[config.mk]
export PLATFORM = sky130hd
export DESIGN_NAME = nibble_packet_deframer
export DESIGN_NICKNAME = d
export VERILOG_FILES = /design/src/rtl/core/npd_pkg.sv /design/src/rtl/core/nibble_packet_deframer.sv
export SDC_FILE = /design/constraint.sdc
export NUM_CORES = 1
export LEC_CHECK = 0
export BUFFER_PORTS_ARGS = -buffer_cell sky130_fd_sc_hd__buf_2
export CAP_MARGIN = 20
export CORE_ASPECT_RATIO = 2
export CORE_UTILIZATION = 54
export DETAILED_ROUTE_END_ITERATION = 7
export GPL_TIMING_DRIVEN = 0
export HOLD_SLACK_MARGIN = 0.08
export PLACE_DENSITY = 0.79
export SLEW_MARGIN = 30
export SYNTH_ARGS = -nofsm -noshare
export SYNTH_HDL_FRONTEND = slang
export SYNTH_SLANG_ARGS = --single-unit
[constraint.sdc]
create_clock -name clk -period 7.2 [get_ports clk]
set_input_delay 0.36 -clock clk [delete_from_list [all_inputs] [get_ports clk]]
set_output_delay 0.36 -clock clk [all_outputs]
set_load 0.02 [all_outputs]
[src/rtl/core/npd_pkg.sv]
// Package for the nibble packet deframer.
// Holds the direction codes, header constants and the result record type.
// No dependencies.
`default_nettype none

package npd_pkg;

  // Direction codes carried in bits 6:5 of packet byte 1.
  localparam logic [1:0] DIR_SEND    = 2'd0;
  localparam logic [1:0] DIR_REQUEST = 2'd1;
  localparam logic [1:0] DIR_REPLY   = 2'd2;
  localparam logic [1:0] DIR_UNUSED  = 2'd3;

  // Byte positions inside a packet that carry header bits.
  localparam logic [5:0] POS_TYPE   = 6'd1;
  localparam logic [5:0] POS_LENGTH = 6'd2;

  // One result beat as it sits in the output registers.
  typedef struct packed {
    logic [6:0]  command_id;
    logic [1:0]  direction;
    logic        word_is_short;
    logic [3:0]  packet_length;
    logic [2:0]  word_index;
    logic [15:0] word_value;
    logic        has_word;
    logic        last;
  } result_t;

endpackage

`default_nettype wire

[src/rtl/core/nibble_packet_deframer.sv]
// Nibble packet deframer top level.
// Parses received bytes into packet headers and data words; uses npd_pkg.
`default_nettype none

// The block takes one received byte per beat and can take a byte in every
// cycle. While hunting it drops bytes with bit 7 clear; a byte with bit 7
// set opens a packet and gives the command id in its low seven bits. Byte 1
// holds direction and word type, byte 2 holds length minus one, and every
// byte from byte 1 on carries one data nibble, low nibble first. Send and
// reply packets give one result beat per finished word; a request packet
// gives one beat after byte 2, and an unused-direction packet gives one beat
// after its final byte. A result is registered in the output register, or in
// the skid register while the output holds a stalled beat. A two-entry
// output buffer (output register plus skid register) lets input keep flowing
// while the output stalls until a second result beat has to wait; the input
// stalls only while the skid register is full.
module nibble_packet_deframer (
  input  wire logic        clk,
  input  wire logic        rst,
  input  wire logic        in_valid,
  output logic             in_stall,
  input  wire logic [7:0]  rx_byte,
  output logic             out_valid,
  input  wire logic        out_stall,
  output logic [6:0]       command_id,
  output logic [1:0]       direction,
  output logic             word_is_short,
  output logic [3:0]       packet_length,
  output logic [2:0]       word_index,
  output logic [15:0]      word_value,
  output logic             has_word,
  output logic             last
);
  import npd_pkg::*;

  typedef enum logic {PH_HUNT, PH_BODY} phase_t;

  phase_t      phase, phase_next;
  logic [6:0]  held_command, held_command_next;
  logic [1:0]  held_direction, held_direction_next;
  logic        held_type, held_type_next;
  logic [3:0]  held_length, held_length_next;
  logic [5:0]  byte_position, byte_position_next;
  logic [11:0] nibble_gather, nibble_gather_next;

  logic        res_valid;
  result_t     res;
  result_t     out_reg, skid;
  logic        skid_valid;
  logic        in_accept, out_take;

  logic [3:0]  nib;
  logic [5:0]  pm1;
  logic [1:0]  slot;
  logic        final_slot;
  logic [4:0]  word;
  logic        is_last;
  logic [15:0] value;

  assign in_stall  = skid_valid;
  assign in_accept = in_valid && !skid_valid;
  assign out_take  = out_valid && !out_stall;
  assign nib       = rx_byte[3:0];

  // Word slot arithmetic on the current byte position.
  always_comb begin
    pm1        = byte_position - 6'd1;
    slot       = held_type_next ? pm1[1:0] : {1'b0, pm1[0]};
    final_slot = held_type_next ? (slot == 2'd3) : (slot == 2'd1);
    word       = held_type_next ? {1'b0, pm1[5:2]} : pm1[5:1];
    is_last    = ({1'b0, word} + 6'd1) >= {2'b00, held_length_next};
    value      = held_type_next ? {nib, nibble_gather}
                                : {8'd0, nib, nibble_gather[3:0]};
  end

  // Header fields as updated by this byte.
  always_comb begin
    held_command_next   = held_command;
    held_direction_next = held_direction;
    held_type_next      = held_type;
    held_length_next    = held_length;
    if (phase == PH_HUNT) begin
      if (rx_byte[7]) begin
        held_command_next = rx_byte[6:0];
      end
    end else if (byte_position == POS_TYPE) begin
      held_direction_next = rx_byte[6:5];
      held_type_next      = rx_byte[4];
    end else if (byte_position == POS_LENGTH) begin
      held_length_next = {1'b0, rx_byte[6:4]} + 4'd1;
    end
  end

  // Packet sequencing and result formation.
  always_comb begin
    phase_next         = phase;
    byte_position_next = byte_position;
    nibble_gather_next = nibble_gather;
    res_valid          = 1'b0;
    res.command_id     = held_command_next;
    res.direction      = held_direction_next;
    res.word_is_short  = held_type_next;
    res.packet_length  = held_length_next;
    res.word_index     = 3'd0;
    res.word_value     = 16'd0;
    res.has_word       = 1'b0;
    res.last           = 1'b1;
    if (phase == PH_HUNT) begin
      if (rx_byte[7]) begin
        phase_next         = PH_BODY;
        byte_position_next = 6'd1;
        nibble_gather_next = 12'd0;
      end
    end else if (held_direction_next == DIR_REQUEST) begin
      // A request packet ends after its length byte.
      if (byte_position >= POS_LENGTH) begin
        res_valid          = 1'b1;
        phase_next         = PH_HUNT;
        byte_position_next = 6'd0;
        nibble_gather_next = 12'd0;
      end else begin
        byte_position_next = byte_position + 6'd1;
      end
    end else if (!final_slot) begin
      // Collect a nibble of the word being built.
      case (slot)
        2'd0:    nibble_gather_next = nibble_gather | {8'd0, nib};
        2'd1:    nibble_gather_next = nibble_gather | {4'd0, nib, 4'd0};
        default: nibble_gather_next = nibble_gather | {nib, 8'd0};
      endcase
      byte_position_next = byte_position + 6'd1;
    end else begin
      // The word is complete.
      if (held_direction_next == DIR_UNUSED) begin
        res_valid = is_last;
      end else begin
        res_valid      = 1'b1;
        res.word_index = word[2:0];
        res.word_value = value;
        res.has_word   = 1'b1;
        res.last       = is_last;
      end
      nibble_gather_next = 12'd0;
      if (is_last) begin
        phase_next         = PH_HUNT;
        byte_position_next = 6'd0;
      end else begin
        byte_position_next = byte_position + 6'd1;
      end
    end
  end

  // Parser state, updated on each accepted beat.
  always_ff @(posedge clk) begin
    if (rst) begin
      phase          <= PH_HUNT;
      held_command   <= 7'd0;
      held_direction <= DIR_SEND;
      held_type      <= 1'b0;
      held_length    <= 4'd1;
      byte_position  <= 6'd0;
      nibble_gather  <= 12'd0;
    end else if (in_accept) begin
      phase          <= phase_next;
      held_command   <= held_command_next;
      held_direction <= held_direction_next;
      held_type      <= held_type_next;
      held_length    <= held_length_next;
      byte_position  <= byte_position_next;
      nibble_gather  <= nibble_gather_next;
    end
  end

  // Output register with a skid register behind it.
  always_ff @(posedge clk) begin
    if (rst) begin
      out_valid  <= 1'b0;
      skid_valid <= 1'b0;
    end else if (skid_valid) begin
      if (out_take || !out_valid) begin
        out_reg    <= skid;
        out_valid  <= 1'b1;
        skid_valid <= 1'b0;
      end
    end else if (in_accept && res_valid) begin
      if (out_take || !out_valid) begin
        out_reg   <= res;
        out_valid <= 1'b1;
      end else begin
        skid       <= res;
        skid_valid <= 1'b1;
      end
    end else if (out_take) begin
      out_valid <= 1'b0;
    end
  end

  assign command_id    = out_reg.command_id;
  assign direction     = out_reg.direction;
  assign word_is_short = out_reg.word_is_short;
  assign packet_length = out_reg.packet_length;
  assign word_index    = out_reg.word_index;
  assign word_value    = out_reg.word_value;
  assign has_word      = out_reg.has_word;
  assign last          = out_reg.last;

endmodule

`default_nettype wire

Word level (Yosys, flattened, before mapping):

Cells that the tools add are included.

* flip-flop bits (word level): 105
* bits of input ports: 12

* muxes and demuxes: 51
* eq/ne operators: 7
* order comparisons: 2
* reduce and logical (&&, ||, !) cells: 15
* add/subtract/negate cells: 4
* bitwise logic cells: 6

Operators by type and width (number)
* $mux W35: 4
* $mux W21: 4
* $mux W12: 5
* $mux W6: 6
* $pmux W12 S2: 1
* $mux W1: 21
* $mux W16: 1
* $mux W7: 2
* $mux W4: 3
* $or A12 B12 Y12: 1
* $or A12 B4 Y12: 1
* $or A12 B8 Y12: 1
* $add A5 B1 Y6 const B: 1
* $add A6 B1 Y6 const B: 1
* $eq A6 B1 Y1 const B: 1
* $eq A6 B2 Y1 const B: 1
* $ge A6 B2 Y1 const B: 1
* $ge A6 B4 Y1: 1
* $mux W2: 3
* $reduce_and A3 Y1: 2
* $sub A6 B1 Y6 const B: 1
* $mux W5: 1
* $add A3 B1 Y4 const B: 1
* $eq A2 B1 Y1 const B: 2
* 11 further kinds: 19

Longest topological paths before layout:

Gate-level depths: netlist (run 1).

* depth after elaboration: 13
* depth in mapped cells: 19
* depth with buffers taken out: 17

Worst setup path before layout (run 1):

OpenSTA, ideal clock, no wires.

* path type: register to register
* start point: reg byte_position[1]
* end point: reg out_reg (netlist bit command_id[0]) (enable)
* buffers on the path: 2
* stages on the path, launching flop included: 19
* setup slack: 1184 ps
* library setup time: 478 ps
* arrival time: 5537 ps
* cell sequence: dfxtp_1 -> inv_1 -> ha_1 -> and2_1 -> and2_1 -> buf_6 -> mux2i_4 -> inv_2 -> clkbuf_1 -> o21ai_0 -> inv_1 -> ha_1 -> xor2_1 -> ha_1 -> o211a_1 -> nand2_1 -> nand4_1 -> a21oi_1 -> nor3b_1

* cells in the longest elaborated chain, start to end: 13
* elaborated cells on any way between the ends: 28

RTL lines
* from (decl): line nibble_packet_deframer.sv:43 `logic [5:0] byte_position, byte_position_next;`
* from (signal assigned): line nibble_packet_deframer.sv:169 `byte_position <= byte_position_next;`
* $eq A6 B1 Y1 *: line nibble_packet_deframer.sv:86 `end else if (byte_position == POS_TYPE) begin`
* $mux W1 *: line nibble_packet_deframer.sv:86
* $mux W1 *: line nibble_packet_deframer.sv:82 `if (phase == PH_HUNT) begin`
* named net held_type_next: line nibble_packet_deframer.sv:41 `logic held_type, held_type_next;`
* $mux W5: line nibble_packet_deframer.sv:70 `word = held_type_next ? {1'b0, pm1[5:2]} : pm1[5:1];`
* $add A5 B1 Y6: line nibble_packet_deframer.sv:71 `is_last = ({1'b0, word} + 6'd1) >= {2'b00, held_length_next};`
* $ge A6 B4 Y1: line nibble_packet_deframer.sv:71
* $mux W1: line nibble_packet_deframer.sv:134 `if (held_direction_next == DIR_UNUSED) begin`
* $mux W1 *: line nibble_packet_deframer.sv:124 `end else if (!final_slot) begin`
* $mux W1 *: line nibble_packet_deframer.sv:114 `end else if (held_direction_next == DIR_REQUEST) begin`
* $mux W1 *: line nibble_packet_deframer.sv:108 `if (phase == PH_HUNT) begin`
* $logic_and A1 B1 Y1 *: line nibble_packet_deframer.sv:185 `end else if (in_accept && res_valid) begin`
* $reduce_bool A2 Y1 (no source line) *
* $reduce_and A3 Y1 (no source line) *
* to (signal assigned): line nibble_packet_deframer.sv:181 `out_reg <= skid;`
* to (signal assigned): line nibble_packet_deframer.sv:187 `out_reg <= res;`
* to (decl): line nibble_packet_deframer.sv:48 `result_t out_reg, skid;`

Mark *: on every way through the listed nets, which the timed path passes. The rest lies on a longest branch.
A chain may end at the register's enable or synchronous reset.

Final worst setup path (run 1):

* start point: reg byte_position[0]
* end point: reg out_reg (netlist bit direction[1]) (enable)

Same word-level chain as after synthesis.

==> results of run 1 <==
[layout make-up]
| class | instances | area (um^2) | share of cell area [%] |
|---|---|---|---|
| inverter | 13 | 48.8 | 0.888 |
| sequential | 105 | 2800 | 51.0 |
| buffer | 25 | 125 | 2.28 |
| tap | 100 | 125 | 2.28 |
| clock buffer | 13 | 250 | 4.55 |
| clock inverter | 3 | 18.8 | 0.342 |
| timing repair buffer | 52 | 293 | 5.33 |
| multi-input combinational | 249 | 1830 | 33.3 |
[path summary, 6_finish.rpt]
kind	endpoint	cells past startpoint	start	slack [ns]
worst max-delay path	direction[1]	19	byte_position[0]	2.49
worst min-delay path	in_stall	3	out_stall	0.31
worst min register to register	nibble_gather[10]	2	nibble_gather[10]	0.47
worst max register to register	direction[1]	19	byte_position[0]	2.49
[through the flow]
step                      setup WS [ns]  setup TNS [ns]  power (mW)  hold slack [ns]  instances
after floorplan                    1.18               0       0.788            0.429        392
after global placement           -0.619          -21.61       0.828            0.440        539
after detailed placement           2.54               0       0.833            0.451        544
after CTS                          2.50               0        1.27            0.313        560
after global routing               2.22               0        1.31            0.346        560
final                              2.49               0        1.27            0.312        560
[per-layer routing]
layer	track usage, %	vias up
met1	27.2	1539
li1	-	1556
met3	3.62	27
met5	0	-
met4	11.9	0
met2	40.8	84
[sequential cells by signal (all words and copies together) (netlist names), 4 cells and up]
signal         flops
word_value        16
command_id         7
skid              35
packet_length      4
held_length        4
byte_position      6
nibble_gather     12
held_command       7
[worst min-delay path, delay by kind of cell]
kind	cells	cell delay, ns
and+or+nand+nor	2	0.15
buffers and inverters	1	0.09
[logic make-up (layout without fill, tap and decap cells)]
group / Yosys count / in the layout / synth area share, %
simple gates: 116 / 116 / 12.7
flops: 105 / 105 / 58.4
compound gates: 60 / 60 / 8.70
mux: 53 / 53 / 12.3
buf+inv: 38 / 106 / 3.62
xor+xnor: 11 / 11 / 2.01
fa+ha+maj: 9 / 9 / 2.35
[report_power, final]
part           internal [mW]  switching [mW]  leakage (nW)  total, mW
clock                  0.243           0.204         0.124      0.448
combinational         0.0621          0.0968          1.09      0.159
sequential             0.656         0.00684         0.932      0.662
total                  0.961           0.308          2.14       1.27
[cell usage in the layout, fill, tap and decap left out, types with 11 or more instances in the layout]
| cell | count |
|---|---|
| nand2_1 | 16 |
| edfxtp_1 | 70 |
| and2_1 | 12 |
| dfxtp_1 | 35 |
| a21oi_1 | 19 |
| inv_1 | 11 |
| clkbuf_1 | 16 |
| buf_2 | 53 |
| mux2_2 | 37 |
| nor2_1 | 41 |
| mux2i_1 | 15 |
==> run_results.csv, run 1 <==
group,metric,value,unit
outcome,outcome,"finished clean",
global_routing,first_global_vias,3159,
sta,max_slew_margin,54.5,%
power,power.density,231,nW/um^2
critical_path,crit_buf_inv,6,
routing,vias,3206,
routing,drtIter0Drc,258,
critical_path,worst_path_max_delay_cell,"dfxtp_1",
sta,slew_violations,0,
routing,drtPass1Iterations,4,
yosys,ys_top_cells_by_area,"edfxtp_1 44%, dfxtp_1 15%, mux2_2 8.7%",
sta,setup_viol_count_final,0,
yosys,syn_nets,413,
yosys,synthTopCellsByCount,"70 x edfxtp_1, 41 x nor2_1, 37 x mux2_2, 35 x dfxtp_1, 19 x a21oi_1",
cells_and_area,area_growth,14.4,%
floorplan,die-area,9300,um^2
routing,highest_layer,"met4",
cts,cts_buffers,9,
yosys,ys_ff_latch,105,
placed_design,routabilityCongestion,0.886,
cells_and_area,nNetsFinal,476,
global_routing,grt_first_pass_wirelength,15700,um
yosys,ys_dominant_reg_cell,"edfxtp_1",
cts,htreeDepth,3,
yosys,synth_cells,392,
yosys,yosysTopAreaCellShare,43.8,%
yosys,synth.distinct_cells,54,
cts,ctsResizeCount,0,
cts,cts.sinks,105,
worst_hold_path,hold_path_class,"primary input to flop",
yosys,yosysMostFrequentCell,"edfxtp_1",
floorplan,die_w,68.7,um
sta,fmax,212,MHz
global_routing,antenna_found_initial,0,
yosys,yosys_warnings,0,
sta,post-route-period-util,65.4,%
yosys,yosysTopAreaCell,"edfxtp_1",
critical_path,crit_fanout,10,
critical_path,start_kind,"flop",
critical_path,critPathKind,"flop to flop",
routing,met2WireLength,5380,um
global_routing,grt_usage,23.7,%
power,vdd_drop_max,0.134,mV
placed_design,post_dp_cell_area,5230,um^2
run,max_cap_viol_count,0,
cts,post_cts_buffers,0,
floorplan,core,8650,um^2
cells_and_area,fill_cells,700,
cells_and_area,fin_util,63.5,%
placed_design,post-dp-hpwl,7300,um
cells_and_area,fin_area,5500,um^2
sta,worstMarginPinSlew,0.683,ns
yosys,synth_edf_count,70,
global_routing,grt_max_degree,25,
power,p_leak,2.14,nW
routing,wl_met3,336,um
yosys,synth_area,4800,um^2
critical_path,worstPathCellList,"ha_1 > and2_1 > and2_1 > buf_6 > mux2i_4 > inv_2 > clkbuf_1 > o21ai_0 > inv_1 > ha_1 > xor2_1 > ha_1 > o211a_1 > nand2_1 > nand4_1 > a21oi_1 > nor3b_2 > buf_4 > buf_4",
cts,worstSkewPairLatency,0.34,ns
cts,cts_tree,"built",
routing,routed_wl,9980,um
cts,cts_buffer_depth,2,
routing,vias_per_cell,5.73,
critical_path,crit_family,"buffers and inverters",
floorplan,num_rows,48,
cts,postCtsHoldBufs,0,
critical_path,crit_path_frequent_cell,"ha_1",
routing,drc,0,
yosys,ys_seq_area_share,58.4,%
cts,root_buffer,"clkbuf_16",
sta,finalHoldViolations,0,
floorplan,ios,49,
sta,finClkSkew,0.00673,ns
cells_and_area,insertedDiodeCount,0,
yosys,syn_area_per_cell,12.3,um^2
critical_path,cp.arrival,4.76,ns
critical_path,critPathMaxStageDelay,0.53,ns
routing,wl_per_cell,17.8,um
floorplan,start_util,55.5,%
critical_path,worstSetupEndpointType,"flop",
yosys,async_reset_ff_share,0,%
cts,path_clk_slew,0.06,ns
floorplan,dieHeight,135,um
global_routing,overflow,0,
sta,rsz0062_at_grt,"false",
routing,ant_nets,0,
routing,drt-met1-wl,3850,um
sta,period_minus_slack,4.71,ns
placed_design,port_buffers,47,
critical_path,critPathRequiredTime,7.25,ns
cells_and_area,drive_gt1_share,27.0,%
Power figures use the tool's default switching activity.
==> run 2, diff against run 1 <==
--- a/config.mk
+++ b/config.mk
@@ -5,14 +5,15 @@
 export SDC_FILE = /design/constraint.sdc
 export NUM_CORES = 1
 export LEC_CHECK = 0
+export ABC_AREA = 1
 export BUFFER_PORTS_ARGS = -buffer_cell sky130_fd_sc_hd__buf_2
 export CAP_MARGIN = 20
 export CORE_ASPECT_RATIO = 2
-export CORE_UTILIZATION = 54
+export CORE_UTILIZATION = 53
 export DETAILED_ROUTE_END_ITERATION = 7
 export GPL_TIMING_DRIVEN = 0
 export HOLD_SLACK_MARGIN = 0.08
-export PLACE_DENSITY = 0.79
+export PLACE_DENSITY = 0.81
 export SLEW_MARGIN = 30
 export SYNTH_ARGS = -nofsm -noshare
 export SYNTH_HDL_FRONTEND = slang
==> constraint.sdc (replaced) <==
create_clock -name clk -period 3.9 [get_ports clk]
set_input_delay 0.195 -clock clk [delete_from_list [all_inputs] [get_ports clk]]
set_output_delay 0.195 -clock clk [all_outputs]
set_load 0.02 [all_outputs]
==> run 2 against run 1 <==
  * The flow now finishes with violations (DRC)
  * Cell area is 3.6% higher
  * Clock skew shrank 0.0026 ns
  * Clock power grew 86%
  * Highest routed layer unchanged
  * Worst setup slack got worse by 2.2 ns
  * Register-to-register slack got worse by 2.2 ns
  * Synthesized area is 2.4% higher
==> run_results.csv, run 2 <==
group,metric,value,unit
cts,cts.sinks,105,
cts,cts_buffer_depth,2,
routing,drc,1,
yosys,ys_dominant_reg_cell,"edfxtp_1",
yosys,syn_nets,564,
yosys,yosysTopAreaCellShare,42.7,%
floorplan,dieHeight,138,um
yosys,synthTopCellsByCount,"151 x nand2_1, 70 x edfxtp_1, 67 x inv_1, 54 x o21ai_0, 37 x a21oi_1",
yosys,synth_area,4920,um^2
cts,postCtsHoldBufs,0,
cts,root_buffer,"clkbuf_16",
yosys,yosysMostFrequentCell,"nand2_1",
sta,hold_slack,0.162,ns
sta,fmax,274,MHz
floorplan,num_rows,49,
yosys,synth_cells,543,
sta,period_minus_slack,3.65,ns
critical_path,critPathMaxStageDelay,0.36,ns
critical_path,worstSetupEndpointType,"flop",
cells_and_area,area_growth,15.7,%
yosys,ys_seq_area_share,57.0,%
sta,rsz0062_at_grt,"false",
power,sw_frac_of_total,26.4,%
routing,wl_per_cell,15.7,um
outcome,outcome,"finished, violations left",
floorplan,start_util,54.6,%
sta,slew_violations,0,
cells_and_area,mostFrequentLayoutCell,"nand2_1",
floorplan,die_w,70.1,um
cells_and_area,largest_reg_flops,35,
placed_design,post_dp_cell_area,5330,um^2
critical_path,crit_family,"simple AND/OR/NAND/NOR gates",
floorplan,die-area,9690,um^2
global_routing,grt_first_pass_wirelength,18200,um
cells_and_area,fill_cells,756,
floorplan,core,9010,um^2
sta,setup_viol_count_final,0,
power,seqPwrFrac,51.3,%
yosys,async_reset_ff_share,0,%
cells_and_area,insertedDiodeCount,0,
cells_and_area,final_cell_mix,"148 x nand2_1, 70 x edfxtp_1, 65 x inv_1",
yosys,yosysTopAreaCell,"edfxtp_1",
yosys,ys_top_cells_by_area,"edfxtp_1 43%, dfxtp_1 14%, nand2_1 12%",
cells_and_area,fin_area,5690,um^2
run,max_cap_viol_count,0,
cells_and_area,nNetsFinal,630,
critical_path,worst_path_max_delay_cell,"dfxtp_2",
yosys,yosys_warnings,0,
yosys,synth.distinct_cells,33,
critical_path,critPathKind,"flop to flop",
yosys,synth_edf_count,70,
routing,drtPass1Iterations,8,
outcome,violations,"DRC",
yosys,syn_area_per_cell,9.06,um^2
cts,path_clk_slew,0.07,ns
global_routing,antenna_found_initial,0,
routing,drtIter0Drc,378,
sta,finClkSkew,0.00409,ns
critical_path,cp.arrival,3.70,ns
placed_design,post-dp-hpwl,8120,um
sta,post-route-period-util,93.5,%
cts,htreeDepth,3,
routing,vias,3926,
floorplan,ios,49,
power,p_sw,0.637,mW
routing,vias_per_cell,5.48,
critical_path,reg2reg_depth,25,
power,combPwrFrac,14.2,%
power,internal_power,1.78,mW
routing,routed_wl,11200,um
power,p_leak,2.41,nW
worst_hold_path,min_delay_path_depth,3,
cts,cts_buffers,9,
sta,worstMarginPinSlew,0.675,ns
placed_design,routabilityCongestion,0.971,
cells_and_area,fin_cells,716,
power,power.density,424,nW/um^2
cells_and_area,regArea,2810,um^2
global_routing,grt_max_degree,25,
cells_and_area,multiInputGateArea,1790,um^2
cts,worstSkewPairLatency,0.35,ns
routing,ant_nets,0,
placed_design,placedCellCount,694,
global_routing,first_global_vias,3948,
placed_design,port_buffers,48,
power,clkPwrFrac,34.5,%
cts,cts_tree,"built",
cells_and_area,drive_gt1_share,19.1,%
cells_and_area,largest_register,"skid",
critical_path,crit_buf_inv,5,
critical_path,path_depth,25,
yosys,ys_ff_latch,105,
global_routing,grt_usage,24.4,%
power,vdd_drop_max,0.239,mV
global_routing,overflow,0,
sta,max_slew_margin,54.5,%
critical_path,crit_fanout,18,
critical_path,start_kind,"flop",
critical_path,critPathRequiredTime,3.95,ns
sta,finalHoldViolations,0,
worst_hold_path,hold_path_class,"primary input to flop",
## run 2: cell types whose count changed in the layout (fill, tap and decap cells not counted), moves of 10 or more
cell	change
a21oi_1	+18
and2_1	-12
and3_1	-10
inv_1	+54
mux2_2	-37
mux2i_1	-15
nand2_1	+132
nand2_2	+10
nand3_1	+19
nor2_1	-20
o21ai_0	+45
## run 2: worst paths after layout
kind | start | to | slack, ns
hold / removal | rx_byte[1] | nibble_gather[5] | 0.16
setup reg to reg | byte_position[1] | packet_length[3] | 0.25
setup / recovery | byte_position[1] | packet_length[3] | 0.25
hold reg to reg | nibble_gather[11] | nibble_gather[11] | 0.45
## run 2: repair_timing
item	4_1_cts	5_1_grt
pin swaps	3	1
gates cloned	1	0
resized for setup	2	7
setup endpoints to repair	59	70
endpoints found under the hold margin	0	0
buffers inserted	5	0
## run 2: per-stage QoR
step	power, mW	worst slack [ns]	util, %	TNS (ns)
after floorplan	1.50	0.113	-	0
after global placement	1.57	-0.588	58.8	-27.37
after detailed placement	1.59	-0.443	59.1	-15.31
after CTS	2.42	0.0221	63.0	0
after global routing	2.51	0.0417	63.2	0
final	2.41	0.253	63.2	0
## run 2: kinds of logic (layout without fill, tap and decap cells)
| family | count (synthesis) | after routing | synth area share [%] |
|---|---|---|---|
| xor+xnor | 7 | 7 | 1.25 |
| compound gates | 106 | 106 | 11.7 |
| flops | 105 | 105 | 57.0 |
| buf+inv | 91 | 161 | 7.48 |
| fa+ha+maj | 9 | 9 | 2.29 |
| simple gates | 225 | 226 | 20.3 |
## run 2: cell type report
cell class,instances,share of cell area [%]
multi-input cells,348,31.4
flip-flops and latches,105,49.3
clock inverters,5,0.528
repair buffers,54,5.80
inverters,75,4.95
plain buffers,16,1.52
well taps,102,2.24
clock buffers,11,4.26
## run 2: worst register-to-register path, stage by stage, from the launching register on
cell and delay [ns]:
dfxtp_2 0.36, inv_2 0.09, ha_1 0.16, nand2_1 0.06, inv_2 0.10, nand3_4 0.12
nand2_4 0.11, nand2_2 0.09, buf_6 0.16, nand2_2 0.08, nand2_1 0.09, ha_1 0.24
xnor2_1 0.17, inv_1 0.06, ha_1 0.28, nand2_1 0.05, a21oi_1 0.13, nor2_1 0.08
nand2_2 0.10, nand2_1 0.08, nand3_1 0.09, nand2_2 0.10, nand2_1 0.10, nand2_2 0.12
nor2_4 0.17, buf_12 0.17
## run 2: power by group through the flow
stage | Clock [mW] | Sequential (mW) | Combinational, mW
after floorplan | 0 | 1.27 | 0.226
after detailed placement | 0 | 1.26 | 0.324
after CTS | 0.847 | 1.24 | 0.336
after global placement | 0 | 1.26 | 0.308
after global routing | 0.894 | 1.24 | 0.381
final | 0.834 | 1.24 | 0.342
## run 2: layer usage
metal  track usage (%)  wire length (um)  part of all wire (%)  vias to the layer above
met5                 0                 0                     0                        -
met4              16.8               644                   5.7                        0
met3              4.81               484                   4.3                       41
met2              44.3              6220                    55                      142
met1              24.0              3880                    35                     1825
li1                  -                 -                     -                     1918
